[src/rtl/pfa_pkg.sv]
`default_nettype none

package pfa_pkg;

   // Default geometry: 1024 frames of 4 MiB
   localparam int FRAME_COUNT_DEF     = 1024;
   localparam int FRAME_SIZE_LOG2_DEF = 22;

   // Fixed field widths
   localparam int OP_W        = 3;
   localparam int ADDR_W      = 64;
   localparam int REL_W       = 10;
   localparam int RLF_W       = 11;
   localparam int FRAME_NUM_W = 10;
   localparam int COUNT_OUT_W = 11;
   localparam int REQ_TDATA_W = 144;
   localparam int RSP_TDATA_W = 48;

   localparam logic [RLF_W-1:0] RLF_RESET = 11'd6;

   typedef enum logic [OP_W-1:0] {
      OP_CLEAR   = 3'd0,
      OP_MARK    = 3'd1,
      OP_RESLOW  = 3'd2,
      OP_ALLOC   = 3'd3,
      OP_RELEASE = 3'd4
   } op_type;

   typedef enum logic [1:0] {
      FS_UNAVAIL   = 2'd0,
      FS_FREE      = 2'd1,
      FS_RESERVED  = 2'd2,
      FS_ALLOCATED = 2'd3
   } frame_state_type;

   typedef enum logic [2:0] {
      ST_SWEEP,
      ST_IDLE,
      ST_SETUP,
      ST_WALK,
      ST_RESP
   } engine_state_type;

   // Count update for one frame transition
   typedef struct packed {
      logic            clear;
      logic            en;
      frame_state_type old_st;
      frame_state_type new_st;
   } count_ctrl_type;

endpackage

`default_nettype wire

[src/rtl/pfa_ram.sv]
`default_nettype none

module pfa_ram #(
   parameter int WIDTH = 2,
   parameter int DEPTH = 1024
) (
   input  wire logic                     clock,
   input  wire logic                     we,
   input  wire logic [$clog2(DEPTH)-1:0] waddr,
   input  wire logic [WIDTH-1:0]         wdata,
   input  wire logic [$clog2(DEPTH)-1:0] raddr,
   output logic      [WIDTH-1:0]         rdata
);

   logic [WIDTH-1:0] mem_ff [DEPTH];
   logic [WIDTH-1:0] rdata_ff;

   // one write port, one registered read port
   always_ff @(posedge clock) begin
      if (we) begin
         mem_ff[waddr] <= wdata;
      end
      rdata_ff <= mem_ff[raddr];
   end

   assign rdata = rdata_ff;

endmodule

`default_nettype wire

[src/rtl/pfa_counters.sv]
`default_nettype none

module pfa_counters #(
   parameter int FRAME_COUNT = pfa_pkg::FRAME_COUNT_DEF,
   localparam int CW = $clog2(FRAME_COUNT + 1)
) (
   input  wire logic                    clock,
   input  wire logic                    reset,
   input  wire pfa_pkg::count_ctrl_type count_ctrl,
   output logic      [CW-1:0]           free_cnt,
   output logic      [CW-1:0]           reserved_cnt,
   output logic      [CW-1:0]           allocated_cnt
);

   import pfa_pkg::*;

   logic [CW-1:0] free_ff, free_in;
   logic [CW-1:0] res_ff, res_in;
   logic [CW-1:0] alloc_ff, alloc_in;

   // old state leaves its bucket, new state joins its bucket
   always_comb begin
      free_in  = free_ff;
      res_in   = res_ff;
      alloc_in = alloc_ff;
      if (count_ctrl.clear) begin
         free_in  = '0;
         res_in   = '0;
         alloc_in = '0;
      end else if (count_ctrl.en) begin
         free_in  = free_ff + CW'(count_ctrl.new_st == FS_FREE)
                            - CW'(count_ctrl.old_st == FS_FREE);
         res_in   = res_ff + CW'(count_ctrl.new_st == FS_RESERVED)
                           - CW'(count_ctrl.old_st == FS_RESERVED);
         alloc_in = alloc_ff + CW'(count_ctrl.new_st == FS_ALLOCATED)
                             - CW'(count_ctrl.old_st == FS_ALLOCATED);
      end
   end

   always_ff @(posedge clock) begin
      if (reset) begin
         free_ff  <= '0;
         res_ff   <= '0;
         alloc_ff <= '0;
      end else begin
         free_ff  <= free_in;
         res_ff   <= res_in;
         alloc_ff <= alloc_in;
      end
   end

   assign free_cnt      = free_ff;
   assign reserved_cnt  = res_ff;
   assign allocated_cnt = alloc_ff;

`ifndef ASSERT_OFF
   // the buckets together never hold more frames than the table has
   a_total_bound: assert property (@(posedge clock) disable iff (reset)
      ({2'b00, free_ff} + {2'b00, res_ff} + {2'b00, alloc_ff}) <= (CW+2)'(FRAME_COUNT))
      else $error("frame counts exceed table size");
`endif

endmodule

`default_nettype wire

[src/rtl/pfa_engine.sv]
`default_nettype none

module pfa_engine #(
   parameter int FRAME_COUNT     = pfa_pkg::FRAME_COUNT_DEF,
   parameter int FRAME_SIZE_LOG2 = pfa_pkg::FRAME_SIZE_LOG2_DEF,
   localparam int IW = $clog2(FRAME_COUNT)
) (
   input  wire logic                             clock,
   input  wire logic                             reset,
   // request side
   input  wire logic                             req_valid,
   output logic                                  req_ready,
   input  wire pfa_pkg::op_type                  req_op,
   input  wire logic [pfa_pkg::ADDR_W-1:0]       req_base,
   input  wire logic [pfa_pkg::ADDR_W-1:0]       req_length,
   input  wire logic                             req_is_free,
   input  wire logic [pfa_pkg::REL_W-1:0]        req_release,
   input  wire logic [pfa_pkg::RLF_W-1:0]        rlf,
   // result side
   input  wire logic                             rsp_slot_free,
   output logic                                  rsp_load,
   output logic      [pfa_pkg::FRAME_NUM_W-1:0]  res_frame,
   output logic                                  res_failed,
   // counters
   output pfa_pkg::count_ctrl_type               count_ctrl,
   // frame table
   output logic                                  mem_we,
   output logic      [IW-1:0]                    mem_waddr,
   output logic      [1:0]                       mem_wdata,
   output logic      [IW-1:0]                    mem_raddr,
   input  wire logic [1:0]                       mem_rdata
);

   import pfa_pkg::*;

   localparam logic [IW-1:0] LAST_FRAME = IW'(FRAME_COUNT - 1);

   engine_state_type state_ff, state_in;

   // latched request
   op_type              op_ff, op_in;
   logic [ADDR_W-1:0]   base_ff, base_in;
   logic [ADDR_W-1:0]   length_ff, length_in;
   logic                is_free_ff, is_free_in;
   logic [REL_W-1:0]    rel_ff, rel_in;

   // walk control
   logic                clear_op_ff, clear_op_in;
   logic [IW-1:0]       sweep_addr_ff, sweep_addr_in;
   logic [IW-1:0]       rd_addr_ff, rd_addr_in;
   logic [IW-1:0]       last_ff, last_in;
   logic                issuing_ff, issuing_in;
   logic                p1_valid_ff, p1_valid_in;
   logic [IW-1:0]       p1_addr_ff, p1_addr_in;
   logic                p1_last_ff, p1_last_in;
   logic [FRAME_NUM_W-1:0] frame_ff, frame_in;
   logic                failed_ff, failed_in;

   // region bounds
   logic [ADDR_W-1:0]   base_frame, len_frame;
   logic                mark_ok;
   logic [IW:0]         mark_sum;
   logic [IW-1:0]       mark_last;

   // reserve-low and release bounds
   logic                rlf_ok;
   logic [IW-1:0]       rlf_last;
   logic [IW+REL_W-1:0] rel_ext;
   logic                rel_ok;

   // read-modify-write stage
   frame_state_type     s1_old, s1_new;
   logic                s1_found, s1_fail, s1_write, walk_done;
   logic [IW+FRAME_NUM_W-1:0] p1_addr_ext;

   // region start and clamped end, in frames
   always_comb begin
      base_frame = base_ff >> FRAME_SIZE_LOG2;
      len_frame  = length_ff >> FRAME_SIZE_LOG2;
      mark_ok    = base_frame < ADDR_W'(FRAME_COUNT);
      mark_sum   = {1'b0, base_frame[IW-1:0]} + {1'b0, len_frame[IW-1:0]};
      if (len_frame >= ADDR_W'(FRAME_COUNT) || mark_sum > (IW+1)'(FRAME_COUNT - 1)) begin
         mark_last = LAST_FRAME;
      end else begin
         mark_last = mark_sum[IW-1:0];
      end
   end

   // reserve-low count saturates at the table size
   always_comb begin
      rlf_ok = rlf != '0;
      if (32'(rlf) >= 32'(FRAME_COUNT)) begin
         rlf_last = LAST_FRAME;
      end else begin
         rlf_last = IW'(32'(rlf) - 32'd1);
      end
      rel_ext = {IW'(0), rel_ff};
      rel_ok  = rel_ext < (IW+REL_W)'(FRAME_COUNT);
   end

   // new frame state from the entry just read
   always_comb begin
      s1_old   = frame_state_type'(mem_rdata);
      s1_new   = s1_old;
      s1_found = 1'b0;
      s1_fail  = 1'b0;
      unique case (op_ff)
         OP_MARK: begin
            if (!is_free_ff) begin
               s1_new = FS_RESERVED;
            end else if (s1_old == FS_UNAVAIL) begin
               s1_new = FS_FREE;
            end
         end
         OP_RESLOW: begin
            s1_new = FS_RESERVED;
         end
         OP_ALLOC: begin
            if (s1_old == FS_FREE) begin
               s1_new   = FS_ALLOCATED;
               s1_found = 1'b1;
            end else if (p1_last_ff) begin
               s1_fail = 1'b1;
            end
         end
         OP_RELEASE: begin
            if (s1_old == FS_ALLOCATED) begin
               s1_new = FS_FREE;
            end else begin
               s1_fail = 1'b1;
            end
         end
         default: begin
            s1_new = s1_old;
         end
      endcase
      s1_write    = s1_new != s1_old;
      walk_done   = p1_valid_ff && (p1_last_ff || s1_found);
      p1_addr_ext = {FRAME_NUM_W'(0), p1_addr_ff};
   end

   // sequencer: next state and outputs
   always_comb begin
      state_in      = state_ff;
      op_in         = op_ff;
      base_in       = base_ff;
      length_in     = length_ff;
      is_free_in    = is_free_ff;
      rel_in        = rel_ff;
      clear_op_in   = clear_op_ff;
      sweep_addr_in = sweep_addr_ff;
      rd_addr_in    = rd_addr_ff;
      last_in       = last_ff;
      issuing_in    = issuing_ff;
      p1_valid_in   = 1'b0;
      p1_addr_in    = rd_addr_ff;
      p1_last_in    = rd_addr_ff == last_ff;
      frame_in      = frame_ff;
      failed_in     = failed_ff;

      req_ready  = 1'b0;
      rsp_load   = 1'b0;
      mem_we     = 1'b0;
      mem_waddr  = p1_addr_ff;
      mem_wdata  = FS_UNAVAIL;
      count_ctrl = '{clear: 1'b0, en: 1'b0, old_st: FS_UNAVAIL, new_st: FS_UNAVAIL};

      unique case (state_ff)
         ST_SWEEP: begin
            mem_we    = 1'b1;
            mem_waddr = sweep_addr_ff;
            mem_wdata = FS_UNAVAIL;
            if (sweep_addr_ff == LAST_FRAME) begin
               sweep_addr_in = '0;
               clear_op_in   = 1'b0;
               state_in      = clear_op_ff ? ST_RESP : ST_IDLE;
            end else begin
               sweep_addr_in = sweep_addr_ff + 1'b1;
            end
         end
         ST_IDLE: begin
            req_ready = 1'b1;
            if (req_valid) begin
               op_in      = req_op;
               base_in    = req_base;
               length_in  = req_length;
               is_free_in = req_is_free;
               rel_in     = req_release;
               state_in   = ST_SETUP;
            end
         end
         ST_SETUP: begin
            frame_in   = '0;
            failed_in  = 1'b0;
            issuing_in = 1'b0;
            state_in   = ST_RESP;
            unique case (op_ff)
               OP_CLEAR: begin
                  count_ctrl.clear = 1'b1;
                  clear_op_in      = 1'b1;
                  sweep_addr_in    = '0;
                  state_in         = ST_SWEEP;
               end
               OP_MARK: begin
                  if (mark_ok) begin
                     rd_addr_in = base_frame[IW-1:0];
                     last_in    = mark_last;
                     issuing_in = 1'b1;
                     state_in   = ST_WALK;
                  end
               end
               OP_RESLOW: begin
                  if (rlf_ok) begin
                     rd_addr_in = '0;
                     last_in    = rlf_last;
                     issuing_in = 1'b1;
                     state_in   = ST_WALK;
                  end
               end
               OP_ALLOC: begin
                  rd_addr_in = '0;
                  last_in    = LAST_FRAME;
                  issuing_in = 1'b1;
                  state_in   = ST_WALK;
               end
               OP_RELEASE: begin
                  if (rel_ok) begin
                     rd_addr_in = rel_ext[IW-1:0];
                     last_in    = rel_ext[IW-1:0];
                     issuing_in = 1'b1;
                     state_in   = ST_WALK;
                  end else begin
                     failed_in = 1'b1;
                  end
               end
               default: begin
                  state_in = ST_RESP;
               end
            endcase
         end
         ST_WALK: begin
            // read side: one entry per cycle until the end frame, or until an allocate finds a free frame
            if (issuing_ff) begin
               p1_valid_in = !walk_done;
               if (walk_done || rd_addr_ff == last_ff) begin
                  issuing_in = 1'b0;
               end else begin
                  rd_addr_in = rd_addr_ff + 1'b1;
               end
            end
            // write side: entry read last cycle
            if (p1_valid_ff) begin
               mem_we            = s1_write;
               mem_waddr         = p1_addr_ff;
               mem_wdata         = s1_new;
               count_ctrl.en     = s1_write;
               count_ctrl.old_st = s1_old;
               count_ctrl.new_st = s1_new;
            end
            if (walk_done) begin
               issuing_in = 1'b0;
               failed_in  = s1_fail;
               if (s1_found) begin
                  frame_in = p1_addr_ext[FRAME_NUM_W-1:0];
               end
               state_in = ST_RESP;
            end
         end
         ST_RESP: begin
            if (rsp_slot_free) begin
               rsp_load = 1'b1;
               state_in = ST_IDLE;
            end
         end
         default: begin
            state_in = ST_IDLE;
         end
      endcase
   end

   always_ff @(posedge clock) begin
      if (reset) begin
         state_ff <= ST_SWEEP;
      end else begin
         state_ff <= state_in;
      end
   end

   // control registers
   always_ff @(posedge clock) begin
      if (reset) begin
         clear_op_ff   <= 1'b0;
         sweep_addr_ff <= '0;
         issuing_ff    <= 1'b0;
         p1_valid_ff   <= 1'b0;
      end else begin
         clear_op_ff   <= clear_op_in;
         sweep_addr_ff <= sweep_addr_in;
         issuing_ff    <= issuing_in;
         p1_valid_ff   <= p1_valid_in;
      end
   end

   // payload registers
   always_ff @(posedge clock) begin
      op_ff      <= op_in;
      base_ff    <= base_in;
      length_ff  <= length_in;
      is_free_ff <= is_free_in;
      rel_ff     <= rel_in;
      rd_addr_ff <= rd_addr_in;
      last_ff    <= last_in;
      p1_addr_ff <= p1_addr_in;
      p1_last_ff <= p1_last_in;
      frame_ff   <= frame_in;
      failed_ff  <= failed_in;
   end

   assign mem_raddr  = rd_addr_ff;
   assign res_frame  = frame_ff;
   assign res_failed = failed_ff;

`ifndef ASSERT_OFF
   // a walk write-back lands on the entry whose read was issued in the cycle before
   a_rmw_addr: assert property (@(posedge clock) disable iff (reset)
      (state_ff == ST_WALK && mem_we) |-> (mem_waddr == $past(mem_raddr)))
      else $error("write-back address does not match read address");

   // a read in flight exists only inside a walk
   a_p1_in_walk: assert property (@(posedge clock) disable iff (reset)
      p1_valid_ff |-> (state_ff == ST_WALK))
      else $error("pipeline stage valid outside walk");

   // a result is never loaded over one that is still waiting
   a_rsp_slot: assert property (@(posedge clock) disable iff (reset)
      rsp_load |-> rsp_slot_free)
      else $error("result loaded into occupied output register");
`endif

endmodule

`default_nettype wire

[src/rtl/page_frame_allocator_top.sv]
// Operation: mark region, reserve low and allocate walk the frames of their range in the table;
//   release walks one frame; clear sweeps the whole table; requests that walk nothing go
//   straight from setup to the result.
// Flow: one request at a time; a new request is taken only once the previous result has been
//   loaded into the output register, so a result still waiting there holds the next request.
// Reset: synchronous; afterwards a pass over the table clears it, with req_tready low.
`default_nettype none

module page_frame_allocator_top #(
   parameter int FRAME_COUNT     = pfa_pkg::FRAME_COUNT_DEF,
   parameter int FRAME_SIZE_LOG2 = pfa_pkg::FRAME_SIZE_LOG2_DEF
) (
   input  wire logic                               clock,
   input  wire logic                               reset,
   // request channel
   input  wire logic                               req_tvalid,
   output logic                                    req_tready,
   // [63:0] region_base, [127:64] region_length, [128] region_is_free,
   // [138:129] frame_to_release, [143:139] zero
   input  wire logic [pfa_pkg::REQ_TDATA_W-1:0]    req_tdata,
   // [2:0] operation
   input  wire logic [pfa_pkg::OP_W-1:0]           req_tuser,
   // result channel
   output logic                                    rsp_tvalid,
   input  wire logic                               rsp_tready,
   // [9:0] frame_number, [10] failed, [21:11] free_count,
   // [32:22] reserved_count, [43:33] allocated_count, [47:44] zero
   output logic      [pfa_pkg::RSP_TDATA_W-1:0]    rsp_tdata,
   // configuration
   input  wire logic                               csr_we,
   input  wire logic [pfa_pkg::RLF_W-1:0]          csr_wdata
);

   import pfa_pkg::*;

   localparam int IW = $clog2(FRAME_COUNT);
   localparam int CW = $clog2(FRAME_COUNT + 1);

   logic [RLF_W-1:0]       rlf_ff;
   logic                   rsp_valid_ff, rsp_valid_in;
   logic [RSP_TDATA_W-1:0] rsp_data_ff, rsp_data_in;

   logic                   rsp_slot_free, rsp_load;
   logic [FRAME_NUM_W-1:0] res_frame;
   logic                   res_failed;
   count_ctrl_type         count_ctrl;
   logic [CW-1:0]          free_cnt, reserved_cnt, allocated_cnt;
   logic [CW+COUNT_OUT_W-1:0] free_ext, res_ext, alloc_ext;

   logic                   mem_we;
   logic [IW-1:0]          mem_waddr, mem_raddr;
   logic [1:0]             mem_wdata, mem_rdata;

   // reserve-low register
   always_ff @(posedge clock) begin
      if (reset) begin
         rlf_ff <= RLF_RESET;
      end else if (csr_we) begin
         rlf_ff <= csr_wdata;
      end
   end

   pfa_ram #(
      .WIDTH (2),
      .DEPTH (FRAME_COUNT)
   ) u_table (
      .clock (clock),
      .we    (mem_we),
      .waddr (mem_waddr),
      .wdata (mem_wdata),
      .raddr (mem_raddr),
      .rdata (mem_rdata)
   );

   pfa_counters #(
      .FRAME_COUNT (FRAME_COUNT)
   ) u_counters (
      .clock         (clock),
      .reset         (reset),
      .count_ctrl    (count_ctrl),
      .free_cnt      (free_cnt),
      .reserved_cnt  (reserved_cnt),
      .allocated_cnt (allocated_cnt)
   );

   pfa_engine #(
      .FRAME_COUNT     (FRAME_COUNT),
      .FRAME_SIZE_LOG2 (FRAME_SIZE_LOG2)
   ) u_engine (
      .clock         (clock),
      .reset         (reset),
      .req_valid     (req_tvalid),
      .req_ready     (req_tready),
      .req_op        (op_type'(req_tuser)),
      .req_base      (req_tdata[63:0]),
      .req_length    (req_tdata[127:64]),
      .req_is_free   (req_tdata[128]),
      .req_release   (req_tdata[138:129]),
      .rlf           (rlf_ff),
      .rsp_slot_free (rsp_slot_free),
      .rsp_load      (rsp_load),
      .res_frame     (res_frame),
      .res_failed    (res_failed),
      .count_ctrl    (count_ctrl),
      .mem_we        (mem_we),
      .mem_waddr     (mem_waddr),
      .mem_wdata     (mem_wdata),
      .mem_raddr     (mem_raddr),
      .mem_rdata     (mem_rdata)
   );

   // output register; counts reported modulo 2^11
   always_comb begin
      free_ext      = {COUNT_OUT_W'(0), free_cnt};
      res_ext       = {COUNT_OUT_W'(0), reserved_cnt};
      alloc_ext     = {COUNT_OUT_W'(0), allocated_cnt};
      rsp_slot_free = !rsp_valid_ff || rsp_tready;
      rsp_valid_in  = rsp_valid_ff && !rsp_tready;
      rsp_data_in   = rsp_data_ff;
      if (rsp_load) begin
         rsp_valid_in = 1'b1;
         rsp_data_in  = {4'b0000,
                         alloc_ext[COUNT_OUT_W-1:0],
                         res_ext[COUNT_OUT_W-1:0],
                         free_ext[COUNT_OUT_W-1:0],
                         res_failed,
                         res_frame};
      end
   end

   always_ff @(posedge clock) begin
      if (reset) begin
         rsp_valid_ff <= 1'b0;
      end else begin
         rsp_valid_ff <= rsp_valid_in;
      end
   end

   always_ff @(posedge clock) begin
      rsp_data_ff <= rsp_data_in;
   end

   assign rsp_tvalid = rsp_valid_ff;
   assign rsp_tdata  = rsp_data_ff;

endmodule

`default_nettype wire

[config.mk]
export PLATFORM = sky130hd
export DESIGN_NAME = page_frame_allocator_top
export DESIGN_NICKNAME = d
export VERILOG_FILES = /design/src/rtl/pfa_pkg.sv /design/src/rtl/pfa_ram.sv /design/src/rtl/pfa_counters.sv /design/src/rtl/pfa_engine.sv /design/src/rtl/page_frame_allocator_top.sv
export SDC_FILE = /design/constraint.sdc
export NUM_CORES = 2
export LEC_CHECK = 0
export ABC_AREA = 1
export BUFFER_PORTS_ARGS = -buffer_cell sky130_fd_sc_hd__buf_2
export CELL_PAD_IN_SITES_DETAIL_PLACEMENT = 1
export CELL_PAD_IN_SITES_GLOBAL_PLACEMENT = 1
export CORE_MARGIN = 2
export CORE_UTILIZATION = 45
export CTS_BUF_LIST = sky130_fd_sc_hd__clkbuf_8
export DETAILED_ROUTE_END_ITERATION = 16
export PLACE_DENSITY_LB_ADDON = 0.15
export SYNTH_ARGS = -nofsm -noshare
export SYNTH_HDL_FRONTEND = slang
export SYNTH_SLANG_ARGS = --single-unit
[constraint.sdc]
create_clock -name clock -period 37.8 [get_ports clock]
set_clock_uncertainty 0.1 [all_clocks]
set_input_delay 3.78 -clock clock [delete_from_list [all_inputs] [get_ports clock]]
set_output_delay 3.78 -clock clock [all_outputs]
set_load 0.05 [all_outputs]
Yosys cells after proc, flatten, opt, wreduce, memory -nomap -nowiden
Memory sizes are Yosys's and may differ from the RTL's. A register that Yosys moved wholly into a read port is not among the register bits.
Cells that the tools add are included.
- register bits: 289
- RAM bits: 2048
- word-level logic and storage cells: 162
- memories: 1
- memory list (memory ; depth ; bits a word ; read ports ; clocked after memory_dff ; write ports ; line ; RTL):
    u_table.mem_ff ; 1024 ; 2 ; 1 ; 1 ; 1 ; pfa_ram.sv:15 ; logic [WIDTH-1:0] mem_ff [DEPTH];
- add/sub/neg operators: 10
- order comparisons: 4
- equality and inequality tests: 32
- multiplexer cells: 64
- bitwise gates (word level): 2
- reduce and logical (&&, ||, !) cells: 27
- operator list (kind ; count):
    10-bit two-way mux ; 13
    10-bit case mux with 4 select lines ; 2
    10-bit case mux with 2 select lines ; 3
    42-bit by 11-bit greater-or-equal comparator with 1-bit output, second input constant ; 1
    42-bit by 11-bit less-than comparator with 1-bit output, second input constant ; 1
    11-bit by 1-bit adder with 11-bit output ; 3
    11-bit by 1-bit subtractor with 11-bit output ; 3
    1-bit two-way mux ; 22
    3-bit two-way mux ; 7
    10-bit by 1-bit adder with 10-bit output, second input constant ; 2
    3-bit case mux with 5 select lines ; 1
    3-bit by 2-bit == test with 1-bit output, second input constant ; 4
    2-bit two-way mux ; 6
    2-bit by 1-bit inequality test with 1-bit output, second input constant ; 6
    3-bit case mux with 4 select lines ; 1
    10-bit by 10-bit adder with 11-bit output ; 1
    11-bit greater-or-equal comparator, second input constant ; 1
    11-bit by 10-bit greater-than comparator with 1-bit output, second input constant ; 1
    11-bit nonzero test ; 1
    10-bit == test ; 1
    10-bit == test, second input constant ; 1
    2-bit == test, second input constant ; 5
    5-bit two-way mux ; 2
    1-bit case mux with 2 select lines ; 5
    24 further kinds ; 46

Logic depth before layout (Yosys ltp)
- depth after elaboration: 10
- gate-level depth with buffers: 22
- gate-level depth less buffers: 20

Cells and area by module
Synthesis repeated with hierarchy kept, for this count alone.
- cells, all modules: 9265
- area total of the unflattened synthesis: 98849.8 µm²
- modules (own cells, without submodules) (module ; instances ; cells each ; area an instance (µm²) ; sequential area each (µm²)):
    pfa_ram ; 1 ; 7976 ; 86953.4 ; 61539.0
    pfa_engine ; 1 ; 685 ; 6999.2 ; 4414.2
    pfa_counters ; 1 ; 501 ; 3114.2 ; 660.6
    page_frame_allocator_top ; 1 ; 103 ; 1783.0 ; 1561.5

Worst setup path before layout
No wires, ideal clock.
- path kind: reg-to-reg
- start point: register u_engine.op_ff[2]
- end point: memory u_table.mem_ff[0][1] (data pin)
- library setup time: 4.992 ns
- arrival: 24.743 ns
- data required time: 32.708 ns
- slack: 7.964 ns
- stages on the path, launching flop included: 10
- path buffers: 0
- cells stage by stage: edfxtp_1 > inv_2 > nand2_4 > nor2_4 > o21ai_1 > o21ai_0 > nor2_1 > o21ai_2 > inv_1 > nor2_1
- word-level cells in the longest chain between the ends: 4
- ends and longest elaborated chain (item ; line ; RTL):
    start, declared ; pfa_engine.sv:41 ; op_type op_ff, op_in;
    start signal, assigned ; pfa_engine.sv:306 ; op_ff <= op_in;
    3-bit == test, or another cell as far along ; pfa_engine.sv:107 ; unique case (op_ff)
    2-bit case mux with 4 select lines (*) ; pfa_engine.sv:107 ;
    2-bit two-way mux (*) ; pfa_engine.sv:252 ; if (p1_valid_ff) begin
    2-bit two-way mux (*) ; pfa_engine.sv:168 ; unique case (state_ff)
    end, declared ; pfa_ram.sv:15 ;
Mark *: on every way between the ends. The rest lies on a longest branch, timed or not.

Final worst setup path
- start point: register u_engine.state_ff[0]
- end point: memory u_table.mem_ff[525][0] (data pin)
- word-level cells in the longest chain between the ends: 2
- ends and longest elaborated chain (item ; line ; RTL):
    start, declared ; pfa_engine.sv:38 ; engine_state_type state_ff, state_in;
    start signal, assigned ; pfa_engine.sv:285 ; state_ff <= state_in;
    3-bit by 2-bit == test with 1-bit output ; pfa_engine.sv:168 ;
    2-bit two-way mux ; pfa_engine.sv:168 ;
Every way passes these cells.

==> summary.txt <==
Synth
  – Synth top area share: 66.9%
  – EDFF count, synth: 2221
  – FFs w/ async S/R, synth: 0%
  – Syn. warnings: 0
  – Unique masters post-synth: 50
  – Flops & latches, synth: 2295
  – Synth Cell Area: 0.0997 sq mm
  – Ranking of synthesized cells by area: edfxtp_1 (67%), nor2_1 (9.2%), nand2_1 (6.1%), o21ai_0 (4.4%), nand3_1 (2.6%)
  – Syn avg cell area: 10.5 sq um
  – Mapped Cells: 9541
  – Sequential element share of the synthesized area: 68.4%
  – Top cells by count, synth: nor2_1 (2435), edfxtp_1 (2221), nand2_1 (1632)
  – Ys flop type: edfxtp_1
  – Count leader, synth: nor2_1
  – Area leader, netlist: edfxtp_1

Die
  – IO Pins: 213
  – Die height: 475 microns
  – CORE AREA: 0.220 sq mm
  – Row cnt: 172
  – Die area: 0.225 sq mm
  – Die Width: 475 microns
  – Initial core utilization: 45.4%

Critical path
  – Crit path cell chain: inv_1 -> nor3_2 -> inv_1 -> nor2_1 -> nand2_1 -> inv_8 -> buf_12 -> buf_4 -> buf_4 -> buf_4
  – Cell mode on critical path: buf_4
  – Crit Reg-Reg Endpoint: u_table.mem_ff[525][0]$_DFFE_PP_
  – Crit path capture: u_table.mem_ff[525][0]$_DFFE_PP_
  – Reg2reg setup slack: 31110 ps
  – Worst r2r src: u_engine.state_ff[0]$_SDFFE_PP0P_
  – R2r worst-path depth: 10
  – Critical Path Max Stage Delay: 890 ps
  – Slowest-stage cell, CP: buf_4
  – Setup crit start: u_engine.state_ff[0]$_SDFFE_PP0P_
  – Worst path arrival time: 7390 ps
  – Worst endpoint required time: 38490 ps
  – Critical Path End Type: register
  – Crit path max fanout: 188
  – Startpoint types: register
  – Setup CP Type: register to register

Pwr
  – Sequential share of power: 54.3%
  – PwrDens: 46.7 mW/mm^2
  – Switch Pwr: 1.25 mW
  – Switching portion of total power: 24.5%
  – Leakage power: 35.9 nW
  – Logic pwr share: 5.5%
  – Int Pwr: 3.87 mW
  – Total power draw: 5.12 mW
  – Peak supply drop: 42.5 uV
  – Clock share of power: 40.2%

Layout
  – Synthesis-to-layout area growth: 9.99%
  – Nets@finish: 9831
  – Final instance area: 0.110 sq mm
  – Fillcell total: 24132
  – Sequential cell area: 0.0682 sq mm
  – Finished Core Util: 49.9%
  – Layout cell share with drive strength beyond 1: 8.81%
  – Non-Filler Instances: 12857
  – Area of the multi-input gates: 0.0268 sq mm

Placement
  – Buffers added on ports: 159
  – GP Congestion: 0.819
  – Setup WS pre-CTS: 30860 ps
  – Post-DP Area: 0.103 sq mm
  – Placed Cells: 12172
  – HPWL after detailed placement: 167 mm

Clock network
  – CTS Root Cell: clkbuf_8
  – CTS tree: yes
  – Post_cts resized: 0
  – Clock transition at path regs: 60 ps
  – Latest clock arrival within the worst-skew pair: 1130 ps
  – Cts hold-fix bufs: 0
  – Post-CTS Setup Inserts: 0
  – Max clock buf depth: 4
  – Clock Sinks: 2295
  – CTS H-tree lvls: 5
  – CTS Buf Count: 402

Timing
  – WHS: 313 ps
  – Period utilization: 17.7%
  – Worst Tran Pin Value: 1270 ps
  – Max-slew headroom: 14.9%
  – Post-layout min period: 6690 ps
  – RSZ-0062 raised after global routing: false
  – Final WS setup: 31110 ps
  – Maximum clock rate: 149 MHz
  – Setup TNS: 0 ps
  – Max Slew Vio Count: 0
  – Final Hold Fails: 0
  – Final setup fails: 0

Global routing
  – First-pass GRT wire length: 462 mm
  – All-Layer GR Usage: 27.4%
  – Vias in the first global route: 74973
  – Total gr overflow: 0
  – Initial antenna violation count: 15
  – Largest net degree at the start of global routing: 243

Drt
  – Antenna-violating nets left: 0
  – Routed WL per cell: 24.2 microns
  – Final wirelength: 311 mm
  – # DRC: 0
  – Initial DRC count: 6779
  – DRT Pass-1 Iters: 5
  – Vias: 71541
  – Post-DR vias/cell: 5.56

Status
  – Outcome: finished clean

Worst hold path
  – Worst Hold Class: register to register

Job
  – Total of max-cap violations: 0
==> state kept, by name (all words and copies together), names as in the netlist, 3 cells and up <==
signal                    count
u_engine.last_ff             10
u_engine.state_ff             3
u_counters.reserved_cnt      11
rlf_ff                       11
u_engine.base_ff             42
u_table.mem_ff             2048
u_engine.res_frame           10
rsp_tdata                    44
u_engine.length_ff           42
u_engine.p1_addr_ff          10
u_engine.rel_ff              10
u_engine.sweep_addr_ff       10
u_counters.free_cnt          11
u_engine.mem_raddr           10
u_engine.op_ff                3
u_counters.allocated_cnt     11
==> power groups by stage <==
stage	Sequential (mW)	Clock, mW	Combinational (mW)
finish	2.78	2.06	0.282
global placement	2.83	0	0.278
global route	2.78	2.20	0.295
CTS	2.78	2.10	0.283
detailed placement	2.83	0	0.282
floorplan	2.83	0	0.131
==> layout by cell type, fill, tap and decap left out, drive strengths merged, types with 9 or more instances in the layout <==
| cell | synthesis | final |
|---|---|---|
| nand3 | 515 | 515 |
| o21ai | 882 | 882 |
| o22ai | 32 | 32 |
| xor2 | 33 | 33 |
| nand2 | 1656 | 1656 |
| buf | 371 | 294 |
| nor2 | 2462 | 2462 |
| dfxtp | 74 | 74 |
| clkinv | 6 | 149 |
| nor3 | 15 | 15 |
| a21oi | 193 | 193 |
| inv | 533 | 645 |
| ha | 46 | 46 |
| nand4 | 11 | 11 |
| a31oi | 9 | 9 |
| clkbuf | 253 | 417 |
| or2 | 11 | 11 |
| xnor2 | 20 | 20 |
| edfxtp | 2221 | 2221 |
| o211ai | 144 | 144 |
==> cell families after synthesis <==
group | count (synthesis) | share of synthesized area [%]
and+or+nand+nor | 4684 | 18.6
other | 1 | 0.00376
AOI/OAI and AO/OA | 1292 | 7.01
DFF | 2295 | 68.4
muxes | 3 | 0.0301
adders and majority gates | 50 | 0.657
xor gates and xnor gates | 53 | 0.465
buffers and inverters | 1163 | 4.89
==> cell type report <==
cell class	instances	area share [%]
multi-input cells	6086	24.4
inverters	539	1.89
diodes	3	0.00684
well taps	2958	3.37
clock buffers	417	5.23
clock inverters	265	1.12
flip-flops and latches	2295	62.1
repair buffers	294	1.79
==> per-layer routing <==
metal / routed length (microns) / track usage, %
met2: 151000 / 46.5
met4: 9520 / 9.11
met3: 18900 / 3.85
met5: 0 / 0
met1: 131000 / 36.3
==> worst min-delay path by stage <==
stage | end | slack (ps) | start | cells after the start
2_1_floorplan | u_engine.p1_addr_ff[8]$_DFF_P_ | 250 | u_engine.mem_raddr[8]$_DFFE_PP_ | 0
3_3_place_gp | rsp_tdata[0]$_DFFE_PP_ | 300 | u_engine.res_frame[0]$_SDFFCE_PN0P_ | 0
3_5_place_dp | rsp_tdata[9]$_DFFE_PP_ | 310 | u_engine.res_frame[9]$_SDFFCE_PN0P_ | 0
4_1_cts | rsp_tdata[9]$_DFFE_PP_ | 320 | u_engine.res_frame[9]$_SDFFCE_PN0P_ | 0
5_1_grt | rsp_tdata[9]$_DFFE_PP_ | 330 | u_engine.res_frame[9]$_SDFFCE_PN0P_ | 0
6_report | rsp_tdata[9]$_DFFE_PP_ | 310 | u_engine.res_frame[9]$_SDFFCE_PN0P_ | 0
==> worst max-delay path, delay by kind of cell (launching register included) <==
kind	cells	cell delay, ps
buf+inv	7	4430
flops	1	340
simple gates	3	1210
Note: power is estimated with default switching activity, not from simulation.
